<file path="src/rtl/utre_pkg.sv">
package utre_pkg;

  localparam int ENTRIES_W = 13;
  localparam int LEN_W     = 17;
  localparam int TD_W      = 5;

  typedef enum logic [1:0] {
    FUNC_NORMAL  = 2'd0,
    FUNC_CONTROL = 2'd1,
    FUNC_LINK    = 2'd2,
    FUNC_DEQUEUE = 2'd3
  } func_e;

  typedef enum logic [1:0] {
    RES_OK    = 2'd0,
    RES_FULL  = 2'd1,
    RES_EMPTY = 2'd2,
    RES_OFF   = 2'd3
  } res_e;

  typedef enum logic [2:0] {
    DK_NORMAL = 3'd0,
    DK_SETUP  = 3'd1,
    DK_DATA   = 3'd2,
    DK_STATUS = 3'd3,
    DK_LINK   = 3'd4
  } desc_kind_e;

  typedef enum logic [1:0] {
    REG_RING_ENTRIES = 2'd0,
    REG_RING_BASE    = 2'd1,
    REG_RING_ENABLE  = 2'd2
  } reg_idx_e;

  // descriptor type codes, control word bits 15:10
  localparam logic [5:0] TRB_NORMAL = 6'd1;
  localparam logic [5:0] TRB_SETUP  = 6'd2;
  localparam logic [5:0] TRB_DATA   = 6'd3;
  localparam logic [5:0] TRB_STATUS = 6'd4;
  localparam logic [5:0] TRB_LINK   = 6'd6;

  localparam logic [31:0] CTL_CHAIN = 32'h0000_0010;
  localparam logic [31:0] CTL_IOC   = 32'h0000_0020;
  localparam logic [31:0] CTL_IDT   = 32'h0000_0040;
  localparam logic [31:0] CTL_DIR   = 32'h0001_0000;

  localparam logic [1:0] TRT_NONE = 2'd0;
  localparam logic [1:0] TRT_OUT  = 2'd2;
  localparam logic [1:0] TRT_IN   = 2'd3;

  localparam logic [31:0] SETUP_LEN = 32'd8;

  typedef struct packed {
    logic [63:0] param;
    logic [31:0] status;
    logic [31:0] control;
  } desc_t;

  typedef struct packed {
    func_e             func;
    logic [63:0]       buffer_address;
    logic              has_data_buffer;
    logic [63:0]       setup_word;
    logic [LEN_W-1:0]  xfer_len;
    logic [TD_W-1:0]   td_remaining;
    logic              want_interrupt;
    logic              immediate_flag;
    logic              direction_in;
  } req_t;

  typedef struct packed {
    logic [ENTRIES_W-1:0] ring_entries;
    logic [63:0]          ring_base_address;
    logic                 ring_enable;
  } cfg_t;

  function automatic logic [31:0] trb_type(logic [5:0] code);
    return {16'd0, code, 10'd0};
  endfunction

endpackage

</file>
<file path="src/rtl/utre_regs.sv">
module utre_regs (
  input  logic                clk_i,
  input  logic                rst_ni,
  input  logic                psel,
  input  logic                penable,
  input  logic                pwrite,
  input  logic [4:0]          paddr,
  input  logic [63:0]         pwdata,
  output logic [63:0]         prdata,
  output logic                pready,
  output utre_pkg::cfg_t      cfg_o
);

  utre_pkg::cfg_t cfg_q, cfg_d;
  logic [1:0]     idx;
  logic           wr_en;

  assign idx    = paddr[4:3];
  assign wr_en  = psel && penable && pwrite;
  assign pready = 1'b1;

  always_comb begin
    cfg_d = cfg_q;
    if (wr_en) begin
      case (idx)
        utre_pkg::REG_RING_ENTRIES: cfg_d.ring_entries = pwdata[utre_pkg::ENTRIES_W-1:0];
        utre_pkg::REG_RING_BASE:    cfg_d.ring_base_address = pwdata;
        utre_pkg::REG_RING_ENABLE:  cfg_d.ring_enable = pwdata[0];
        default:                    cfg_d = cfg_q;
      endcase
    end
  end

  always_comb begin
    case (idx)
      utre_pkg::REG_RING_ENTRIES: prdata = {51'd0, cfg_q.ring_entries};
      utre_pkg::REG_RING_BASE:    prdata = cfg_q.ring_base_address;
      utre_pkg::REG_RING_ENABLE:  prdata = {63'd0, cfg_q.ring_enable};
      default:                    prdata = '0;
    endcase
  end

  always_ff @(posedge clk_i or negedge rst_ni) begin
    if (!rst_ni) begin
      cfg_q.ring_entries      <= 13'd4096;
      cfg_q.ring_base_address <= '0;
      cfg_q.ring_enable       <= 1'b0;
    end else begin
      cfg_q <= cfg_d;
    end
  end

  assign cfg_o = cfg_q;

endmodule

</file>
<file path="config.mk">
export PLATFORM = sky130hd
export DESIGN_NAME = utre_regs
export DESIGN_NICKNAME = d
export VERILOG_FILES = /design/src/rtl/utre_pkg.sv /design/src/rtl/utre_regs.sv
export SDC_FILE = /design/constraint.sdc
export NUM_CORES = 1
export LEC_CHECK = 0
export BUFFER_PORTS_ARGS = -buffer_cell sky130_fd_sc_hd__buf_2
export CAP_MARGIN = 30
export CORE_MARGIN = 2
export CORE_UTILIZATION = 30
export CTS_CLUSTER_DIAMETER = 40
export CTS_CLUSTER_SIZE = 14
export DETAILED_ROUTE_END_ITERATION = 8
export PLACE_DENSITY = 0.62
export SYNTH_ARGS = -nofsm -noshare
export SYNTH_HDL_FRONTEND = slang
export SYNTH_SLANG_ARGS = --single-unit
</file>
<file path="constraint.sdc">
create_clock -name clk_i -period 1.87 [get_ports clk_i]
set_input_delay 0.2805 -clock clk_i [delete_from_list [all_inputs] [get_ports clk_i]]
set_output_delay 0.2805 -clock clk_i [all_outputs]
set_load 0.01 [all_outputs]
</file>
==> impl_metrics.tcl <==
set metrics [dict create \
    outcome "finished, final reports clean" \
    dp_cells 639 \
    cts_buffers 9 \
    core_mm2 0.0125 \
    h-tree-depth 3 \
    worstPathRequired_ns 1.59 \
    reg2regPathDepth 1 \
    ys_types 20 \
    largest_reg_flops 78 \
    seq_area_frac_synth_pct 51.3 \
    setup_viol 0 \
    max_freq_mhz 667 \
    syn_nets 332 \
    leakage_nw 2.89 \
    finalCriticalPeriod_ns 1.50 \
    synth_edf_count 0 \
    grt_use_total_pct 13.6 \
    multi_input_area_mm2 0.00168 \
    seq_area_mm2 0.00195 \
    fin_setup_tns_ns 0 \
    synth_commonest_cells "dfrtp_1 (77), mux2_4 (60), and2_1 (51)" \
    post-route-period-util_pct 80.2 \
    yosys_warnings 0 \
    drtAntennaViolNets 0 \
    io_buffers 212 \
    hp-class "in2reg" \
    io_pins 217 \
    post-dp-hpwl_um 7000 \
    critPathCapture "prdata[25]" \
    syn_avg_cell_area_um2 14.8 \
    ys_ff_latch 78 \
    crit_path_start "paddr[3]" \
    layout.nets 553 \
    antennaDiodeCount 0 \
    routedWlPerCell_um 14.2 \
    worstPathArrival_ns 1.22 \
    die_x_um 117 \
    dr.pass1.iters 4 \
    hold_viol_final 0 \
    clk_latency_ns 0.33 \
    synth_area_leaders "dfrtp_1 (51%), mux2_4 (24%), and2_1 (8.4%)" \
    via_per_inst 4.25 \
    syn_area_mm2 0.00381 \
    clock_skew_ns 0 \
    post-cts-setup-buffer-count 0 \
    reg2reg_from "cfg_o[12]" \
    drv_slew 0 \
    timing.rr.end "cfg_o[12]" \
    synth_area_leader_cell "dfrtp_1" \
    stdcell_count 655 \
    nFillCells 1201 \
    grt_max_degree 36 \
    power.ir.vdd_worst_mv 0.441 \
    r2r_setup_slack_ns 1.07 \
    die-area_mm2 0.0136 \
    vias 2783 \
    drv_cap 0 \
    die_y_um 117 \
    area_growth_pct 41.4 \
    routabilityCongestion 0.703 \
    worstSetupStartpointType "input port" \
    initial_core_util_pct 30.4 \
    synth.most_common_cell "dfrtp_1" \
    power.total_mw 5.85 \
    drc 0 \
    drt_iter0_drc 77 \
    holdWs_ns 0.170 \
    rsz0062_at_grt "false" \
    crit_path_end_kind "output port" \
    ys.flop_type "dfrtp_1" \
    path_clk_slew_ns 0.06 \
    setup_slack_ns 0.371 \
    placementRows 41 \
    drive_above_1_share_pct 67.3 \
    async_flop_share_pct 100 \
    power_density_mw_per_mm2 1090 \
    first_global_vias 2714 \
    grt_pass1_wl_um 14000 \
    cts_tree "done" \
    antenna_found_initial 0 \
    root_buffer "clkbuf_16" \
    totalWireLength_um 9300 \
    synth_top_area_share_pct 50.6 \
    gr-total-overflow 0 \
    crit_fanout 32 \
    cts.sinks 78 \
    place_ws_ns 0.207 \
    clockBufferDepth 2 \
    critPathKind "in2out" \
    synthCells 258 \
]
layout by cell type (no fill, tap or decap):
cell           synthesis  routed
buf_2                  2     211
dfrtp_1               77      77
mux2_4                60      60
and2_1                51      51
mux2_2                18      18
mux2i_1               13      13
nor2_1                12      12
buf_4                  2      12
clkbuf_16              0       9
buf_12                 6       4
clkbuf_8               0       3
nor2b_2                0       1
nand3b_1               1       1
o21ai_0                1       1
nand3_2                1       1
nor3_4                 1       1
nor3b_4                0       1
nor3b_1                1       1
conb_1                 1       1
dfstp_2                1       1
bufinv_16              0       1
clkinv_2               0       1
clkinvlp_4             0       1
dlygate4sd3_1          0       1
cell families (layout without fill, tap and decap cells):
| logic type | Yosys count | in the layout | synth area share [%] |
|---|---|---|---|
| simple gates | 69 | 69 | 11.1 |
| other cells | 1 | 1 | 0.0984 |
| compound gates | 1 | 1 | 0.131 |
| buf+inv | 18 | 243 | 4.99 |
| mux | 91 | 91 | 32.4 |
| flops | 78 | 78 | 51.3 |
how the worst min path moves through the flow:
stage	startpoint	to	slack, ns	depth (start not counted)
floorplan	rst_ni	cfg_o[0]	-0.02	0
global placement	rst_ni	cfg_o[69]	0.21	1
detailed placement	rst_ni	cfg_o[69]	0.21	1
CTS	pwdata[44]	cfg_o[45]	0.15	2
global route	pwdata[51]	cfg_o[52]	0.16	2
finish	pwdata[18]	cfg_o[19]	0.17	2
timing repair:
item | 4_1_cts | 5_1_grt
hold buffers | 1 | 0
gates resized for setup | 0 | 0
hold endpoints to repair | 22 | 0
per-stage QoR:
stage | util (%) | cell area, µm²
detailed placement | 40.5 | 5070
finish | 43.1 | 5390
floorplan | - | 3810
CTS | 43.1 | 5390
global placement | 40.5 | 5070
global route | 43.1 | 5390
routing by layer:
| metal | GRT usage (%) | up-vias | routed length [µm] |
|---|---|---|---|
| met4 | 7.29 | 0 | 212 |
| met3 | 4.20 | 14 | 771 |
| met1 | 16.3 | 1323 | 3920 |
| met2 | 22.0 | 140 | 4390 |
| li1 | - | 1306 | - |
| met5 | 0 | - | 0 |
where the power goes:
group | switching, mW | internal [mW]
combinational | 0.708 | 0.949
sequential | 0.312 | 2.09
clock | 0.661 | 1.13
total | 1.68 | 4.17
final cells by class:
cell class	instances	area share, %
multi-input combinational	162	31.1
clock buffer	12	4.95
timing repair buffer	228	22.9
clock inverter	3	0.789
sequential	78	36.2
tap	172	3.99
worst max-delay path: stages:
cell     delay, ns
buf_2         0.19
nor2b_2       0.19
buf_4         0.26
and2_1        0.16
buf_2         0.12
Note: power is estimated with default switching activity, not from simulation.
