File: src/rtl/utre_pkg.sv
package utre_pkg;

  localparam int ENTRIES_W = 13;
  localparam int LEN_W     = 17;
  localparam int TD_W      = 5;

  typedef enum logic [1:0] {
    FUNC_NORMAL  = 2'd0,
    FUNC_CONTROL = 2'd1,
    FUNC_LINK    = 2'd2,
    FUNC_DEQUEUE = 2'd3
  } func_e;

  typedef enum logic [1:0] {
    RES_OK    = 2'd0,
    RES_FULL  = 2'd1,
    RES_EMPTY = 2'd2,
    RES_OFF   = 2'd3
  } res_e;

  typedef enum logic [2:0] {
    DK_NORMAL = 3'd0,
    DK_SETUP  = 3'd1,
    DK_DATA   = 3'd2,
    DK_STATUS = 3'd3,
    DK_LINK   = 3'd4
  } desc_kind_e;

  typedef enum logic [1:0] {
    REG_RING_ENTRIES = 2'd0,
    REG_RING_BASE    = 2'd1,
    REG_RING_ENABLE  = 2'd2
  } reg_idx_e;

  // descriptor type codes, control word bits 15:10
  localparam logic [5:0] TRB_NORMAL = 6'd1;
  localparam logic [5:0] TRB_SETUP  = 6'd2;
  localparam logic [5:0] TRB_DATA   = 6'd3;
  localparam logic [5:0] TRB_STATUS = 6'd4;
  localparam logic [5:0] TRB_LINK   = 6'd6;

  localparam logic [31:0] CTL_CHAIN = 32'h0000_0010;
  localparam logic [31:0] CTL_IOC   = 32'h0000_0020;
  localparam logic [31:0] CTL_IDT   = 32'h0000_0040;
  localparam logic [31:0] CTL_DIR   = 32'h0001_0000;

  localparam logic [1:0] TRT_NONE = 2'd0;
  localparam logic [1:0] TRT_OUT  = 2'd2;
  localparam logic [1:0] TRT_IN   = 2'd3;

  localparam logic [31:0] SETUP_LEN = 32'd8;

  typedef struct packed {
    logic [63:0] param;
    logic [31:0] status;
    logic [31:0] control;
  } desc_t;

  typedef struct packed {
    func_e             func;
    logic [63:0]       buffer_address;
    logic              has_data_buffer;
    logic [63:0]       setup_word;
    logic [LEN_W-1:0]  xfer_len;
    logic [TD_W-1:0]   td_remaining;
    logic              want_interrupt;
    logic              immediate_flag;
    logic              direction_in;
  } req_t;

  typedef struct packed {
    logic [ENTRIES_W-1:0] ring_entries;
    logic [63:0]          ring_base_address;
    logic                 ring_enable;
  } cfg_t;

  function automatic logic [31:0] trb_type(logic [5:0] code);
    return {16'd0, code, 10'd0};
  endfunction

endpackage

File: src/rtl/utre_desc.sv
module utre_desc (
  input  utre_pkg::desc_kind_e kind_i,
  input  utre_pkg::req_t       req_i,
  input  logic [63:0]          base_i,
  input  logic                 cycle_i,
  output utre_pkg::desc_t      desc_o
);

  utre_pkg::desc_t d;
  logic            has_len;
  logic [1:0]      trt;

  assign has_len = (req_i.xfer_len != '0);

  always_comb begin
    if (!has_len) begin
      trt = utre_pkg::TRT_NONE;
    end else if (req_i.direction_in) begin
      trt = utre_pkg::TRT_IN;
    end else begin
      trt = utre_pkg::TRT_OUT;
    end
  end

  always_comb begin
    d = '0;
    case (kind_i)
      utre_pkg::DK_NORMAL: begin
        d.param   = req_i.buffer_address;
        d.status  = {10'd0, req_i.td_remaining, req_i.xfer_len};
        d.control = utre_pkg::trb_type(utre_pkg::TRB_NORMAL)
                  | (req_i.want_interrupt ? utre_pkg::CTL_IOC : 32'd0)
                  | (req_i.immediate_flag ? utre_pkg::CTL_IDT : 32'd0);
      end
      utre_pkg::DK_SETUP: begin
        d.param   = req_i.setup_word;
        d.status  = utre_pkg::SETUP_LEN;
        d.control = utre_pkg::trb_type(utre_pkg::TRB_SETUP) | utre_pkg::CTL_IDT
                  | {14'd0, trt, 16'd0};
      end
      utre_pkg::DK_DATA: begin
        d.param   = req_i.buffer_address;
        d.status  = {15'd0, req_i.xfer_len};
        d.control = utre_pkg::trb_type(utre_pkg::TRB_DATA)
                  | (req_i.direction_in ? utre_pkg::CTL_DIR : 32'd0);
      end
      utre_pkg::DK_STATUS: begin
        // direction bit is set for OUT or no-data transfers
        d.control = utre_pkg::trb_type(utre_pkg::TRB_STATUS) | utre_pkg::CTL_IOC
                  | ((!has_len || !req_i.direction_in) ? utre_pkg::CTL_DIR : 32'd0);
      end
      utre_pkg::DK_LINK: begin
        d.param   = base_i;
        d.control = utre_pkg::trb_type(utre_pkg::TRB_LINK) | utre_pkg::CTL_CHAIN;
      end
      default: d = '0;
    endcase
    d.control[0] = cycle_i;
  end

  assign desc_o = d;

endmodule

File: config.mk
export PLATFORM = sky130hd
export DESIGN_NAME = utre_desc
export DESIGN_NICKNAME = d
export VERILOG_FILES = /design/src/rtl/utre_pkg.sv /design/src/rtl/utre_desc.sv
export SDC_FILE = /design/constraint.sdc
export NUM_CORES = 1
export LEC_CHECK = 0
export ABC_AREA = 1
export ABC_CLOCK_PERIOD_IN_PS = 800
export BUFFER_PORTS_ARGS = -buffer_cell sky130_fd_sc_hd__buf_2
export CAP_MARGIN = 20
export CORE_AREA = 2 2 137 139
export DETAILED_ROUTE_END_ITERATION = 6
export DIE_AREA = 0 0 139 141
export GPL_ROUTABILITY_DRIVEN = 0
export MAX_ROUTING_LAYER = met4
export PLACE_DENSITY = 0.47
export SLEW_MARGIN = 5
export SYNTH_ARGS = -nofsm -noshare
export SYNTH_HDL_FRONTEND = slang
export SYNTH_SLANG_ARGS = --single-unit
File: constraint.sdc
create_clock -name vclk -period 0.8
set_input_delay 0.12 -clock vclk [all_inputs]
set_output_delay 0.12 -clock vclk [all_outputs]
set_load 0.01 [all_outputs]
==> out/summary.log, run 1 <==
INFO  floorplanning  rows=50
INFO  power          power.static_leakage=3.47nW
INFO  sta            final_critical_path_setup_slack=-0.372ns
INFO  setup_path     setup.worst_path.class=input port to output port
INFO  floorplanning  die_width=139µm
INFO  finish         finish.utilization=32.0%
INFO  route          ant_nets=0
INFO  finish         clock_buffer_count=0
INFO  route          routed_wirelength=14500µm
INFO  setup_path     worstSetupStartpointType=input port
INFO  floorplanning  die_height=141µm
INFO  sta            timing.final.crit_share=146%
INFO  power          internal-power=0.00160W
INFO  synth          post_synthesis_cells=393
INFO  route          drt-initial-drc-count=115
INFO  power          cellPowerDensity=506mW/mm²
INFO  finish         layout.filler_cells=1952
INFO  global_route   grt_antenna_before_repair=0
INFO  power          switchingPower=0.00136W
INFO  setup_path     cp_data_required_time=0.68ns
INFO  finish         area_delta_synth_final=230%
INFO  sta            finalCriticalPeriod=1.17ns
INFO  power          comb_power_share=100.0%
INFO  synth          seq_area_frac_synth=0%
INFO  status         run_status=finished, violations left
INFO  synth          synth.yosys.warnings=0
INFO  finish         multi_input_comb_area=0.00228mm²
INFO  placement      worst_slack_at_placement=-0.441ns
INFO  floorplanning  floorplan.die_area=0.0196mm²
INFO  finish         numSequentialCells=0
INFO  floorplanning  effective_utilization_at_floorplan=9.69%
INFO  finish         diodes=0
INFO  route          route.detailed.wl_per_inst=14.7µm
INFO  sta            setup-violations-final=94
INFO  power          seq_power_share=0%
INFO  route          drt_first_pass_iters=4
INFO  synth          netlist_area=0.00177mm²
INFO  global_route   grt_max_degree=21
INFO  route          detail_route.drc_violations=0
INFO  finish         final_common_cell=buf_2
INFO  global_route   grt_first_pass_wirelength=19900µm
INFO  worst_hold_path min-delay-path-class=input port to output port
INFO  finish         finalNonFillerCells=983
INFO  setup_path     timing.critical_path.arrival=1.05ns
INFO  finish         sequential_cell_area=0µm²
INFO  finish         layout.nets=975
INFO  placement      detailedPlacementHpwl=9390µm
INFO  finish         drive_gt1_share=74.9%
INFO  global_route   grt_pass1_vias=3875
INFO  sta            timing_hold_violations_final=0
INFO  route          routed-via-count=3820
INFO  floorplanning  placeableCoreArea=0.0183mm²
INFO  job            cap_violations=0
INFO  power          peakVddDrop=265µV
INFO  clock_tree     postCtsHoldBufs=0
INFO  synth          ys_types=17
INFO  placement      place.port_buffers=314
INFO  global_route   grt_util_all_layers=13.1%
INFO  global_route   gr-total-overflow=0
INFO  sta            max_freq=854MHz
INFO  placement      placedCellCount=951
INFO  status         violations=negative setup slack
INFO  floorplanning  design.portCount=352
INFO  power          power_switching_share=46.1%
INFO  synth          synth.avg_cell_area=4.50µm²
INFO  finish         layout_common_cells=buf_2, nand2_1, buf_6, nand3_2, nand2_2
INFO  route          avgViaCountPerCell=3.89
INFO  sta            setup_repair_after_global_routing_missed_its_margin=true
INFO  power          power.share.clock=0%
INFO  sta            final_count_of_pins_violating_max_slew=0
INFO  setup_path     critPathMaxFanout=5
INFO  setup_path     worst_setup_path_end_kind=output port
-- synthesized netlist by cell type --
master,count,share of area (%)
nand2_1,200,42
inv_2,2,0.42
buf_6,2,1.3
o211ai_1,1,0.42
nor2_1,31,6.6
nand3_1,72,20
nor2_2,1,0.35
inv_1,24,5.1
buf_2,9,2.5
conb_1,1,0.21
o211a_1,1,0.57
a21oi_1,1,0.28
nor3_1,1,0.28
clkinv_1,1,0.21
nand3_2,1,0.57
buf_4,42,18
clkbuf_1,3,0.64
-- critical path: stages --
cell     delay, ns
buf_12        0.11
nor2_4        0.13
nand2_4       0.08
inv_8         0.08
buf_12        0.13
buf_16        0.14
nand2_1       0.07
nand3_2       0.07
buf_6         0.10
-- power groups by stage --
stage	Clock, W	Sequential (W)	Combinational [W]
final	0	0	0.00296
after floorplan	0	0	0.00102
after CTS	0	0	0.00276
after global routing	0	0	0.00318
after global placement	0	0	0.00198
after detailed placement	0	0	0.00198
-- logic make-up after synthesis --
family / count (synthesis) / synth area share, %
AND/OR/NAND/NOR: 306 / 70.5
buffers and inverters: 83 / 28.0
AO/OA/AOI/OAI: 3 / 1.27
other: 1 / 0.212
-- through the flow --
stage / total power [W] / hold WS (ns) / instance area, µm² / setup TNS [ns]
after floorplan: 0.00102 / 0.291 / 2410 / -2.45
after global placement: 0.00198 / 0.240 / 4160 / -34.91
after detailed placement: 0.00198 / 0.240 / 4160 / -35.25
after CTS: 0.00276 / 0.240 / 5460 / -29.36
after global routing: 0.00318 / 0.240 / 5850 / -33.88
final: 0.00296 / 0.240 / 5850 / -28.72
-- metal layers --
metal  share of wire, %  vias up  track usage (%)
li1                   -     1869                -
met1                 37     1727             14.6
met2                 55      210             25.4
met3                7.0       14             1.43
met4                1.3        0             2.07
met5                  0        -                -
-- timing repair --
action | CTS | global route
resized for setup | 190 | 58
setup buffers | 12 | 2
pin swaps | 10 | 11
gates cloned | 12 | 6
endpoints found under the setup margin | 94 | 94
-- final timing paths --
path	startpoint	endpoint	slack [ns]	cells past startpoint
max	kind_i[0]	desc_o[87]	-0.37	9
min	cycle_i	desc_o[0]	0.24	0
-- final cells by class --
| class | count | area share (%) |
|---|---|---|
| inverters | 27 | 2.37 |
| repair inverters | 1 | 0.278 |
| repair buffers | 379 | 53.4 |
| multi-input cells | 342 | 38.9 |
| well taps | 234 | 5.01 |
Power figures use the tool's default switching activity.
==> run 2, diff against run 1 <==
==> constraint.sdc (replaced) <==
create_clock -name vclk -period 0.8
set_input_delay 0.08 -clock vclk [all_inputs]
set_output_delay 0.08 -clock vclk [all_outputs]
set_load 0.01 [all_outputs]
==> run 2 against run 1 <==
  * The run still ends with negative setup slack left
  * Global-route usage increased by 1.3 points
  * Critical path depth unchanged
  * Routed wire length increased by 5.6%
==> out/summary.log, run 2 (synthesis gave the netlist of run 1 again) <==
INFO  job            cap_violations=0 [unchanged]
INFO  global_route   grt_util_all_layers=14.4% [+1.3 points]
INFO  global_route   grt_max_degree=22 [+4.8%]
INFO  sta            timing_hold_violations_final=0 [unchanged]
INFO  setup_path     worst_setup_path_end_kind=output port
INFO  power          switchingPower=0.00137W [+0.47%]
INFO  floorplanning  rows=50 [unchanged]
INFO  setup_path     setup.worst_path.class=input port to output port
INFO  setup_path     cp_data_required_time=0.72ns [+0.04 ns]
INFO  floorplanning  floorplan.die_area=0.0196mm² [unchanged]
INFO  global_route   grt_pass1_vias=3731 [-3.7%]
INFO  sta            final_critical_path_setup_slack=-0.338ns [+0.0337 ns]
INFO  sta            fin_setup_tns=-24.45ns [+4.27 ns]
INFO  floorplanning  design.portCount=352 [unchanged]
INFO  setup_path     timing.critical_path.arrival=1.06ns [about the same]
INFO  power          peakVddDrop=224µV [-16%]
INFO  sta            setup-violations-final=93 [-1.1%]
INFO  route          drt-initial-drc-count=126 [+9.6%]
INFO  sta            finalCriticalPeriod=1.14ns [-0.0337 ns]
INFO  finish         clock_buffer_count=0 [unchanged]
INFO  floorplanning  placeableCoreArea=0.0183mm² [unchanged]
INFO  setup_path     critical-path-max-stage-delay=0.15ns [about the same]
INFO  setup_path     critical-path-slowest-cell=buf_8
INFO  finish         finalNonFillerCells=982 [-0.10%]
INFO  route          avgViaCountPerCell=3.90 [+0.26%]
INFO  clock_tree     postCtsHoldBufs=0 [unchanged]
INFO  placement      place.port_buffers=314 [unchanged]
INFO  global_route   globalRouteMet1Util=16.1% [+1.6 points]
INFO  sta            final_count_of_pins_violating_max_slew=0 [unchanged]
INFO  power          power.static_leakage=3.43nW [-1.1%]
INFO  global_route   gr-total-overflow=0 [unchanged]
INFO  route          detail_route.drc_violations=0 [unchanged]
INFO  power          comb_power_share=100.0% [about the same]
INFO  finish         numSequentialCells=0 [unchanged]
INFO  power          seq_power_share=0% [unchanged]
INFO  route          routed_wirelength=15300µm [+5.6%]
INFO  placement      placedCellCount=938 [-1.4%]
INFO  global_route   use_met3=2.55% [+1.1 points]
INFO  finish         area_delta_synth_final=227%
INFO  power          internal-power=0.00159W [-0.54%]
INFO  setup_path     cpLargestDelayFamily=buffers and inverters
INFO  sta            setup_repair_after_global_routing_missed_its_margin=true
INFO  status         violations=negative setup slack
INFO  power          power.share.clock=0% [unchanged]
INFO  floorplanning  die_height=141µm [unchanged]
INFO  global_route   busiest_layer=met2
INFO  finish         layout.nets=972 [-0.31%]
INFO  global_route   grt_first_pass_wirelength=21300µm [+6.9%]
INFO  route          drt_first_pass_iters=4 [unchanged]
INFO  finish         sequential_cell_area=0µm² [unchanged]
INFO  setup_path     critPathMaxFanout=10 [+5]
INFO  sta            max_freq=879MHz [+3.0%]
INFO  power          cellPowerDensity=510mW/mm² [+0.79%]
INFO  finish         final_common_cell=buf_2
INFO  global_route   grt.met2_usage=27.4% [+2.0 points]
INFO  finish         layout_common_cells=buf_2, nand2_1, buf_6, nand3_2, nand2_2
INFO  global_route   grt_antenna_before_repair=2 [+2]
INFO  power          power_switching_share=46.3% [+0.25 points]
INFO  route          routed-via-count=3826 [+0.16%]
INFO  setup_path     timing.critical_path.cells=buf_12 > buf_6 > nand3_4 > clkinv_8 > buf_8 > buf_12 > nand2_2 > nand3_2 > buf_6
INFO  sta            timing.final.crit_share=142% [-4.2 points]
INFO  route          ant_nets=0 [unchanged]
INFO  setup_path     worstSetupStartpointType=input port
INFO  floorplanning  effective_utilization_at_floorplan=9.69% [unchanged]
INFO  placement      detailedPlacementHpwl=9450µm [+0.55%]
INFO  finish         drive_gt1_share=74.1% [-0.77 points]
INFO  status         run_status=finished, violations left
INFO  setup_path     buf_inv_on_cp=6 [+1]
INFO  floorplanning  die_width=139µm [unchanged]
INFO  worst_hold_path min-delay-path-class=input port to output port
INFO  route          route.detailed.wl_per_inst=15.5µm [+5.7%]
-- run 2: changes by cell type in the layout (fill, tap and decap cells not counted), moves of 4 or more --
cell	change
nand2_2	-13
buf_8	+4
buf_4	-4
nand2_1	+10
inv_2	+6
clkbuf_16	-4
inv_1	-6
-- run 2: area by class of cell --
type | instances | area (µm²)
Tap cell | 234 | 293
Inverter | 27 | 144
Timing Repair Buffer | 377 | 3100
Multi-Input combinational cell | 342 | 2260
Antenna cell | 2 | 5.00
Fill cell | 1908 | 12500
-- run 2: power groups by stage --
stage | Clock, W | Sequential (W) | Combinational [W]
global placement | 0 | 0 | 0.00184
CTS | 0 | 0 | 0.00272
finish | 0.000000000334 | 0 | 0.00296
floorplan | 0 | 0 | 0.000935
detailed placement | 0 | 0 | 0.00184
global route | 0.000000000334 | 0 | 0.00317
-- run 2: through the flow --
stage               utilization (%)  area (µm²)  total power (W)  setup slack (ns)  hold slack (ns)
global placement               21.1        3850          0.00184            -0.362            0.160
CTS                            29.0        5290          0.00272            -0.344            0.160
floorplan                         -        2180         0.000935          -0.00919            0.211
finish                         31.7        5800          0.00296            -0.338            0.160
global route                   31.7        5800          0.00317            -0.370            0.160
detailed placement             21.1        3850          0.00184            -0.380            0.160
-- run 2: per-layer routing --
metal	routed length, µm	up-vias
met5	0	-
met2	8230	224
met3	1130	12
met4	152	0
li1	-	1861
met1	5760	1729
-- run 2: final timing paths --
path	start	slack [ns]	to	depth (start not counted)
max	kind_i[0]	-0.34	desc_o[108]	9
min	cycle_i	0.16	desc_o[0]	0
-- run 2: repair_timing --
action | CTS | global route
resized for setup | 182 | 134
buffers inserted | 20 | 11
gates cloned | 17 | 1
hold endpoints to repair | 0 | 0
pin swaps | 18 | 22
setup endpoints to repair | 94 | 94
